===== config.mk =====
export PLATFORM = sky130hd
export DESIGN_NAME = dte_div
export DESIGN_NICKNAME = d
export VERILOG_FILES = /design/src/rtl/download_throughput_estimator_unit_assert.svh /design/src/rtl/dte_pkg.sv /design/src/rtl/dte_div.sv
export SDC_FILE = /design/constraint.sdc
export NUM_CORES = 1
export LEC_CHECK = 0
export BUFFER_PORTS_ARGS = -buffer_cell sky130_fd_sc_hd__clkbuf_2
export CAP_MARGIN = 20
export CORE_MARGIN = 3
export CORE_UTILIZATION = 62
export CTS_CLUSTER_DIAMETER = 200
export DETAILED_ROUTE_END_ITERATION = 8
export HOLD_SLACK_MARGIN = 0.15
export PLACE_DENSITY = 0.95
export SLEW_MARGIN = 20
export SYNTH_ARGS = -nofsm -noshare
export SYNTH_HDL_FRONTEND = slang
export SYNTH_SLANG_ARGS = --single-unit

===== constraint.sdc =====
create_clock -name i_clk -period 8.9 [get_ports i_clk]
set_clock_uncertainty 0.1 [all_clocks]
set_input_delay 0 -clock i_clk [delete_from_list [all_inputs] [get_ports i_clk]]
set_output_delay 0 -clock i_clk [all_outputs]
set_load 0.02 [all_outputs]

===== src/rtl/download_throughput_estimator_unit_assert.svh =====
// assertion macros for the download throughput estimator
// used by the top level only, no other dependencies
`ifndef DOWNLOAD_THROUGHPUT_ESTIMATOR_UNIT_ASSERT_SVH
`define DOWNLOAD_THROUGHPUT_ESTIMATOR_UNIT_ASSERT_SVH

// same-cycle implication, checked out of reset
`define DTE_ASSERT_NOW(lbl, clk, rst_n, ante, cons) \
    lbl: assert property (@(posedge clk) disable iff (!rst_n) (ante) |-> (cons)) \
        else $error("dte assertion failed");

// next-cycle implication, checked out of reset
`define DTE_ASSERT_NEXT(lbl, clk, rst_n, ante, cons) \
    lbl: assert property (@(posedge clk) disable iff (!rst_n) (ante) |=> (cons)) \
        else $error("dte assertion failed");

`endif


===== src/rtl/dte_pkg.sv =====
// shared types, constants and helpers of the download throughput estimator
// no dependencies
package dte_pkg;

    localparam int HIST_DEPTH = 24;
    localparam int HIST_IW    = $clog2(HIST_DEPTH);
    localparam int HIST_CW    = $clog2(HIST_DEPTH + 1);
    localparam int WIN_W      = 5;
    localparam int KCMP_W     = (HIST_CW > WIN_W) ? HIST_CW : WIN_W;

    localparam int DIV_W      = 64;
    localparam int DIV_CNT_W  = $clog2(DIV_W + 1);

    localparam logic [16:0] ONE_Q16    = 17'h10000;
    localparam logic [19:0] US_PER_S   = 20'd1000000;
    localparam logic [39:0] MAX40      = 40'hFF_FFFF_FFFF;
    localparam int          RECIP_SHIFT = 56;

    localparam logic        CMD_RECORD  = 1'b0;
    localparam logic        CMD_PREDICT = 1'b1;

    localparam logic [1:0]  CFG_ALPHA_FAST = 2'd0;
    localparam logic [1:0]  CFG_ALPHA_SLOW = 2'd1;
    localparam logic [1:0]  CFG_HWINDOW    = 2'd2;
    localparam logic [1:0]  CFG_HBLEND     = 2'd3;

    typedef struct packed {
        logic             start;
        logic [DIV_W-1:0] dividend;
        logic [DIV_W-1:0] divisor;
    } t_div_req;

    typedef struct packed {
        logic             busy;
        logic             done;
        logic [DIV_W-1:0] quotient;
    } t_div_rsp;

    function automatic logic [16:0] sat_q16(input logic [16:0] w);
        return (w > ONE_Q16) ? ONE_Q16 : w;
    endfunction

    function automatic logic [39:0] sat40(input logic [63:0] v);
        return (v > {24'd0, MAX40}) ? MAX40 : v[39:0];
    endfunction

endpackage


===== src/rtl/dte_div.sv =====
// shared restoring divider, one quotient bit per cycle
// depends on dte_pkg
module dte_div import dte_pkg::*; (
    input  logic     i_clk,
    input  logic     i_rst_n,
    input  t_div_req i_req,
    output t_div_rsp o_rsp
);

    logic [DIV_W-1:0]     r_q;
    logic [DIV_W-1:0]     r_rem;
    logic [DIV_W-1:0]     r_dvs;
    logic [DIV_CNT_W-1:0] r_cnt;
    logic                 r_busy;
    logic                 r_done;
    logic [DIV_W:0]       w_trial;
    logic                 w_fit;

    assign w_trial = {r_rem, r_q[DIV_W-1]};
    assign w_fit   = (w_trial >= {1'b0, r_dvs});

    always_ff @(posedge i_clk) begin
        if (!i_rst_n) begin
            r_busy <= 1'b0;
            r_done <= 1'b0;
            r_cnt  <= '0;
        end else begin
            r_done <= 1'b0;
            if (i_req.start) begin
                r_q    <= i_req.dividend;
                r_rem  <= '0;
                r_dvs  <= i_req.divisor;
                r_cnt  <= DIV_CNT_W'(DIV_W);
                r_busy <= 1'b1;
            end else if (r_busy) begin
                r_rem <= w_fit ? DIV_W'(w_trial - {1'b0, r_dvs}) : w_trial[DIV_W-1:0];
                r_q   <= {r_q[DIV_W-2:0], w_fit};
                r_cnt <= r_cnt - 1'b1;
                if (r_cnt == DIV_CNT_W'(1)) begin
                    r_busy <= 1'b0;
                    r_done <= 1'b1;
                end
            end
        end
    end

    assign o_rsp.busy     = r_busy;
    assign o_rsp.done     = r_done;
    assign o_rsp.quotient = r_q;

endmodule


Yosys cells after proc, flatten, opt, wreduce, memory -nomap -nowiden
Cells that the tools add are included.
Cells by class
  reductions and logical operators: 5
  $lt $le $gt $ge: 1
  bitwise operators: 2
  mux-type cells: 10
  equal/unequal tests: 1
  add/subtract/negate cells: 2
Operators with widths (number)
  two-way mux 64 bit: 4
  >= comparator 65 x 64 -> 1 bit: 1
  subtractor 64 bit: 1
  two-way mux 7 bit: 2
  equality test 7 x 1 -> 1 bit (second input constant): 1
  subtractor 7 x 1 -> 7 bit (second input constant): 1
  two-way mux 1 bit: 4
  AND reduction 2 bit: 2
  OR reduction 3 bit: 1
  NOT 1 bit: 2
  nonzero test 2 bit: 1
  OR reduction 2 bit: 1
Storage, ports and cells
  output and inout port bits: 66
  register bits after elaboration: 201
  logic and storage cells: 28

Longest topological paths before layout
Gate-level depths: netlist of the first run.
  word-level depth: 4
  gate-level depth with buffers: 15

Worst setup path before layout of the first run
OpenSTA, ideal clock, no wires.
  path kind: register to register
  start: reg r_busy
  end: reg r_busy
  cell stages (with the launch flop): 4
  period minus slack after synthesis: 4.108 ns
  slack: 4.792 ns
  data arrival time: 3.937 ns
  required time: 8.729 ns
  cell sequence: dfxtp_1 clkbuf_1 o21a_1 o41a_1
On the way
  cells in the longest elaborated chain, start to end: 2
RTL lines
  start: declaration: line dte_div.sv:14  | logic r_busy;
  start signal: assignment: line dte_div.sv:24  | r_busy <= 1'b0;
  start signal: assignment: line dte_div.sv:34  | r_busy <= 1'b1;
  start signal: assignment: line dte_div.sv:40  | r_busy <= 1'b0;
  two-way mux 1 bit: line dte_div.sv:35  | end else if (r_busy) begin
  two-way mux 1 bit: line dte_div.sv:29  | if (i_req.start) begin
Every way passes these cells.
A chain may end at the register's enable or synchronous reset.

Final worst setup path of the first run
  start: reg r_rem[3]
  end: reg r_rem[62] (data pin)
On the way
  cells in the longest elaborated chain, start to end: 3
RTL lines
  start: declaration: line dte_div.sv:11  | logic [DIV_W-1:0] r_rem;
  start signal: assignment: line dte_div.sv:36  | r_rem <= w_fit ? DIV_W'(w_trial - {1'b0, r_dvs}) : w_trial[DIV_W-1:0];
  subtractor 64 bit or >= comparator 65 x 64 -> 1 bit (tied branches): line dte_div.sv:36, dte_div.sv:20
  two-way mux 64 bit (*): line dte_div.sv:36
  two-way mux 64 bit (*): line dte_div.sv:35
Every way passes the cells marked *; elsewhere a longest branch is shown, timed or not. The select of a mux whose other input is x is not followed.

==> results.yml, run 1 <==
route:
  vias_per_cell: 6.37
  wl_mm: 39.8
  dr_total_vias: 11422
  dr.pass1.iters: 7
  routedWlPerCell_um: 22.2
  ant_nets: 0
  route.detailed.drc: 0
  drt_iter0_markers: 1372
synthesis:
  synth_area_um2: 12000
  synth_cell_types: 74
  netlist.area_leader.share: 0.480
  synthCells: 1155
  ys_seq_elements: 201
  synth_edf_count: 192
  yosys_warnings: 0
  ys_seq_area_frac: 0.495
  yosys-top-cells-area: "edfxtp_1, ha_1, mux2_2, a21oi_1, nand2_1"
  syn_area_per_cell_um2: 10.4
  synth_nets: 1353
  async_reset_ff_frac: 0
  ys.flop_type: "edfxtp_1"
  synth_area_leader_cell: "edfxtp_1"
setup_path:
  critical_path_class: "reg -> reg"
  startpoint: "r_rem[3]$_SDFFCE_PP0P_"
  rr_startpoint: "r_rem[3]$_SDFFCE_PP0P_"
  path_max_fanout: 52
  crit_path_end_kind: "register"
  critPathMaxStageDelay_ns: 0.58
  worst_ep_arrival_time_ns: 4.68
  critPathRequiredTime_ns: 9.06
  startpoint_type: "register"
  critPathSlowestCell: "a221oi_1"
  path_cells: "ha_1, a21oi_1, o22ai_1, nor2_1, o211a_1, o211ai_1, a221oi_1, or2_2, buf_4, nor3_1, mux2i_1, nand3_1"
floorplan:
  die_w_um: 145
  start_util: 0.636
  core-area_um2: 18900
  die_height_um: 145
  rows: 50
  io_pins: 197
  die-area_um2: 21100
hold_path:
  min_path_type: "in -> reg"
  holdCritStartpoint: "i_req[56]"
status:
  outcome: "complete, no violations"
clock_network:
  cts_sinks: 201
  cts_resized: 0
  clk_latency_ns: 0.53
  cts.path.max_buffers: 3
  path_clk_slew_ns: 0.06
  clockRootBuffer: "clkbuf_16"
  htreeDepth: 1
  tritoncts: "done"
  numCtsBuffers: 22
placed_design:
  dp.cells: 1557
  finalWeightedCongestion: 0.940
  hpwl_mm: 21.8
  port_buffers: 196
run:
  drv_cap: 0
global_routing:
  grt_max_degree: 82
  grt_pass1_vias: 11801
  grt_use_total: 0.368
  grt_pass1_wl_mm: 63.1
  grt_overflow: 0
  antenna_found_initial: 1
finish:
  fillerInstances: 997
  final_util: 0.834
  fin_cells: 1792
  drive_gt1_frac: 0.204
  area_delta_synth_final_pct: 31.0
  layout.nets: 1712
power:
  vdd_drop_max_v: 0.000126
  p_leak_nw: 6.59
  power_density_nw_per_um2: 193
  power.total_w: 0.00304
sta:
  grt_setup_unrepaired: "false"
  timing.fmax_mhz: 221
  relSlewSlack: 0.313
  period_minus_slack_ns: 4.52
  post-route-period-util: 0.508
  hold_viol: 0
  final-setup-viol-count: 0
  worstMarginPinSlew_ns: 1.03
  finalSetupTns_ns: 0
  drv_slew: 0
logic make-up (layout without fill, tap and decap cells):
| family | after synthesis | in the layout | share of synthesized area |
|---|---|---|---|
| simple gates | 341 | 341 | 0.133 |
| compound gates | 283 | 283 | 0.151 |
| flops | 201 | 201 | 0.495 |
| buf+inv | 138 | 513 | 0.0462 |
| fa+ha+maj | 67 | 67 | 0.0704 |
| mux | 67 | 67 | 0.0624 |
| xor+xnor | 58 | 58 | 0.0423 |
| other cells | 0 | 2 | 0 |
synthesized netlist by cell type, types with 22 or more instances:
| cell | instances |
|---|---|
| edfxtp_1 | 192 |
| nand2_1 | 139 |
| a21oi_1 | 112 |
| inv_1 | 78 |
| nor2_1 | 76 |
| ha_1 | 66 |
| mux2_2 | 64 |
| clkbuf_1 | 37 |
| xnor2_1 | 33 |
| a21o_1 | 32 |
| o21ai_0 | 32 |
| nand3_1 | 25 |
| xor2_1 | 25 |
| nand4_1 | 23 |
| a211oi_1 | 22 |
layer usage:
| metal | routed length (um) | track usage |
|---|---|---|
| met1 | 13900 | 0.430 |
| met4 | 3040 | 0.208 |
| met5 | 0 | 0 |
| met3 | 3710 | 0.0787 |
| met2 | 19100 | 0.631 |
metrics by stage:
stage	worst slack, ns	cell area, um2	hold slack [ns]
after detailed placement	4.77	13100	0.0786
after floorplan	4.79	12000	-0.00113
after CTS	4.75	15700	0.153
after global routing	4.36	15800	0.212
final	4.38	15800	0.225
after global placement	4.87	13100	0.0777
cell usage in the layout (no fill, tap or decap), types with 7 or more instances in the layout:
cell type      instances
nor2_1                76
a211oi_1              22
a21o_1                32
dlygate4sd3_1        193
nand4_1               23
inv_1                 78
nor3_1                15
clkbuf_2             195
o21ai_0               32
dfxtp_1                9
nor2b_1                8
o21ai_1                7
xor2_1                25
nand2b_1               8
o21bai_1              10
ha_1                  66
nand2_1              139
xnor2_1               33
edfxtp_1             192
nand3_1               25
clkbuf_16             22
mux2_2                64
a21oi_1              112
registers in the layout (all words and copies together) (netlist names):
name,cells
r_dvs,64
r_cnt,7
r_rem,64
r_busy,1
r_done,1
r_q,64
path summary, 6_finish.rpt:
kind	endpoint	slack [ns]	cells after the start
max	r_rem[62]$_SDFFCE_PP0P_	4.38	12
min reg2reg	r_cnt[1]$_SDFFE_PP0P_	0.48	2
max reg2reg	r_rem[62]$_SDFFCE_PP0P_	4.38	12
min	r_dvs[56]$_DFFE_PP_	0.23	2
what timing repair did:
item / CTS / global route
hold endpoints to repair: 188 / 0
setup buffers: 0 / 0
hold buffers: 193 / 0
area by class of cell:
cell class	instances	area, um2	share of cell area
flip-flops and latches	201	5950	0.377
multi-input cells	816	5540	0.351
repair buffers	394	2950	0.187
clock buffers	25	562	0.0357
well taps	260	325	0.0206
inverters	79	297	0.0188
clock inverters	15	131	0.00834
diodes	2	5.00	0.000318
power by group:
group	total [W]	switching, W	internal (W)
Sequential	0.00120	0.0000525	0.00115
Clock	0.000894	0.000404	0.000490
Combinational	0.000950	0.000577	0.000373
Total	0.00304	0.00103	0.00201
worst max-delay path: cells and delay by family, from the launching register on:
family	cells	cell delay [ns]
AOI/OAI and AO/OA	5	1.61
and+or+nand+nor	4	0.93
buffers and inverters	1	0.56
adders and majority gates	1	0.44
DFF	1	0.40
muxes	1	0.19
No activity file was read; power rests on OpenSTA's default activity.
==> run 2, diff against run 1 <==
--- a/config.mk
+++ b/config.mk
@@ -8,11 +8,11 @@
 export BUFFER_PORTS_ARGS = -buffer_cell sky130_fd_sc_hd__clkbuf_2
 export CAP_MARGIN = 20
 export CORE_MARGIN = 3
-export CORE_UTILIZATION = 62
+export CORE_UTILIZATION = 52
 export CTS_CLUSTER_DIAMETER = 200
 export DETAILED_ROUTE_END_ITERATION = 8
 export HOLD_SLACK_MARGIN = 0.15
-export PLACE_DENSITY = 0.95
+export PLACE_DENSITY = 0.87
 export SLEW_MARGIN = 20
 export SYNTH_ARGS = -nofsm -noshare
 export SYNTH_HDL_FRONTEND = slang
==> constraint.sdc (replaced) <==
create_clock -name i_clk -period 4.13 [get_ports i_clk]
set_clock_uncertainty 0.1 [all_clocks]
set_input_delay 0 -clock i_clk [delete_from_list [all_inputs] [get_ports i_clk]]
set_output_delay 0 -clock i_clk [all_outputs]
set_load 0.02 [all_outputs]
==> run 2 against run 1 <==
  * Critical path depth is the same
  * Non-clock buffer count grew 10
  * Sequential share of layout area shrank 0.38 points
  * Combinational power grew 110%
  * Final cell count grew 2.0%
  * Power grew 110%
  * Count of clock-buffer cells in the layout grew 2
  * Worst hold slack lost 0.029 ns
  * Sequential power grew 110%
  * Die area grew 18%
  * Cell area grew 1.0%
==> results.yml, run 2 (synthesis results as in run 1) <==
status:
  outcome: "complete, no violations"
sta:
  post-route-period-util: 0.910
  period_minus_slack_ns: 3.76
  drv_slew: 0
  worstMarginPinSlew_ns: 0.961
  hold_viol: 0
  final-setup-viol-count: 0
  grt_setup_unrepaired: "false"
  finalSetupTns_ns: 0
  timing.fmax_mhz: 266
  relSlewSlack: 0.359
global_routing:
  grt_max_degree: 74
  grt_use_total: 0.280
  antenna_found_initial: 1
  grt_pass1_wl_mm: 56.0
  grt_overflow: 0
  grt_pass1_vias: 10832
clock_network:
  cts_sinks: 201
  clockRootBuffer: "clkbuf_16"
  clk_latency_ns: 0.55
  htreeDepth: 1
  tritoncts: "done"
  post-cts-setup-buffers: 0
  path_clk_slew_ns: 0.06
  numCtsBuffers: 24
  cts.path.max_buffers: 3
floorplan:
  start_util: 0.529
  core-area_um2: 22700
  die-area_um2: 25000
  die_height_um: 158
  rows: 55
  io_pins: 197
  die_w_um: 158
placed_design:
  port_buffers: 196
  finalWeightedCongestion: 0.962
  hpwl_mm: 22.4
finish:
  area_delta_synth_final_pct: 32.4
  seqCellArea_um2: 5950
  drive_gt1_frac: 0.207
  most-common-layout-cells: "dlygate4sd3_1, clkbuf_2, edfxtp_1"
  final_util: 0.701
  final_common_cell: "dlygate4sd3_1"
  fillerInstances: 1600
  layout.nets: 1724
  top_regs: "r_dvs x64, r_q x64, r_rem x64"
  multiInputGateArea_um2: 5540
route:
  drt_iter0_markers: 796
  dr.pass1.iters: 5
  wl_mm: 35.5
  dr_total_vias: 10599
  route.detailed.drc: 0
  routedWlPerCell_um: 19.4
  ant_nets: 0
  vias_per_cell: 5.80
setup_path:
  critical_path_class: "reg -> reg"
  startpoint: "r_rem[25]$_SDFFCE_PP0P_"
  worst_ep_arrival_time_ns: 3.94
  startpoint_type: "register"
  crit_path_end_kind: "register"
  path_max_fanout: 16
  critPathRequiredTime_ns: 4.31
  rr_startpoint: "r_rem[25]$_SDFFCE_PP0P_"
  crit_end: "r_rem[62]$_SDFFCE_PP0P_"
  r2r-end: "r_rem[62]$_SDFFCE_PP0P_"
  r2r_cells: 12
  r2r_slack_ns: 0.37
power:
  p_leak_nw: 6.67
  power_density_nw_per_um2: 410
  vdd_drop_max_v: 0.000369
hold_path:
  min_path_type: "in -> reg"
run:
  drv_cap: 0
[run 2: changes by cell type in the layout (fill, tap and decap cells not counted)]
| cell | before | now |
|---|---|---|
| buf_4 | 6 | 11 |
| clkinvlp_4 | 3 | 0 |
| dlygate4sd3_1 | 193 | 196 |
| buf_12 | 0 | 2 |
| clkbuf_16 | 22 | 24 |
| clkinv_1 | 5 | 7 |
| bufinv_16 | 1 | 0 |
| clkinv_2 | 5 | 6 |
| diode_2 | 2 | 1 |
| inv_8 | 0 | 1 |
| or2_2 | 2 | 1 |
| or2_4 | 0 | 1 |
[run 2: final cells by class]
class                   instances  area share
diodes                          1    0.000157
clock buffers                  27      0.0384
clock inverters                15     0.00645
inverters                      79      0.0186
multi-input cells             816       0.348
flip-flops and latches        201       0.374
well taps                     285      0.0224
repair buffers                404       0.192
[run 2: per-layer routing]
layer / share of wire / wire [um] / track usage / vias to the layer above
met4: 0.036 / 1290 / 0.0930 / 0
met5: 0 / 0 / 0 / -
met2: 0.50 / 17700 / 0.501 / 501
met3: 0.066 / 2330 / 0.0451 / 97
li1: - / - / - / 4987
met1: 0.40 / 14200 / 0.345 / 5014
[run 2: worst max-delay path: stages, from the launching register on]
cell and delay, ns:
edfxtp_1 0.40, ha_1 0.39, a21oi_1 0.33, o21ai_0 0.21, a221o_1 0.37, a22oi_1 0.24, nor2_1 0.10, a221oi_1 0.49
or2_4 0.34, buf_4 0.25, nor4b_2 0.07, mux2i_1 0.16, nand3_1 0.07
[run 2: through the flow]
step / setup WS, ns / total power (W) / hold slack [ns] / instance area [um2] / instances
after floorplan: 0.0225 / 0.00391 / -0.00113 / 12000 / 1155
after global placement: 0.519 / 0.00432 / 0.0779 / 13200 / 1589
after detailed placement: 0.382 / 0.00437 / 0.0787 / 13200 / 1589
after CTS: 0.378 / 0.00646 / 0.177 / 15900 / 1827
after global routing: 0.0572 / 0.00681 / 0.220 / 15900 / 1828
final: 0.370 / 0.00652 / 0.196 / 15900 / 1828
[run 2: what timing repair did]
item	CTS	global route
setup endpoints to repair	0	1
endpoints found under the hold margin	178	0
hold buffers	196	0
gates resized for setup	0	1
[run 2: how the worst min path moves through the flow]
stage / depth (start not counted) / endpoint / slack, ns / startpoint
after CTS: 3 / r_q[49]$_DFFE_PP_ / 0.18 / i_req[113]
after floorplan: 0 / r_dvs[0]$_DFFE_PP_ / -0.001 / i_req[0]
final: 3 / r_q[31]$_DFFE_PP_ / 0.20 / i_req[95]
after global placement: 1 / r_dvs[17]$_DFFE_PP_ / 0.08 / i_req[17]
after detailed placement: 1 / r_dvs[23]$_DFFE_PP_ / 0.08 / i_req[23]
after global routing: 3 / r_q[32]$_DFFE_PP_ / 0.22 / i_req[96]
[run 2: power breakdown]
part,internal (W),switching (W)
Sequential,0.00247,0.000100
Combinational,0.000827,0.00116
Clock,0.00107,0.000894
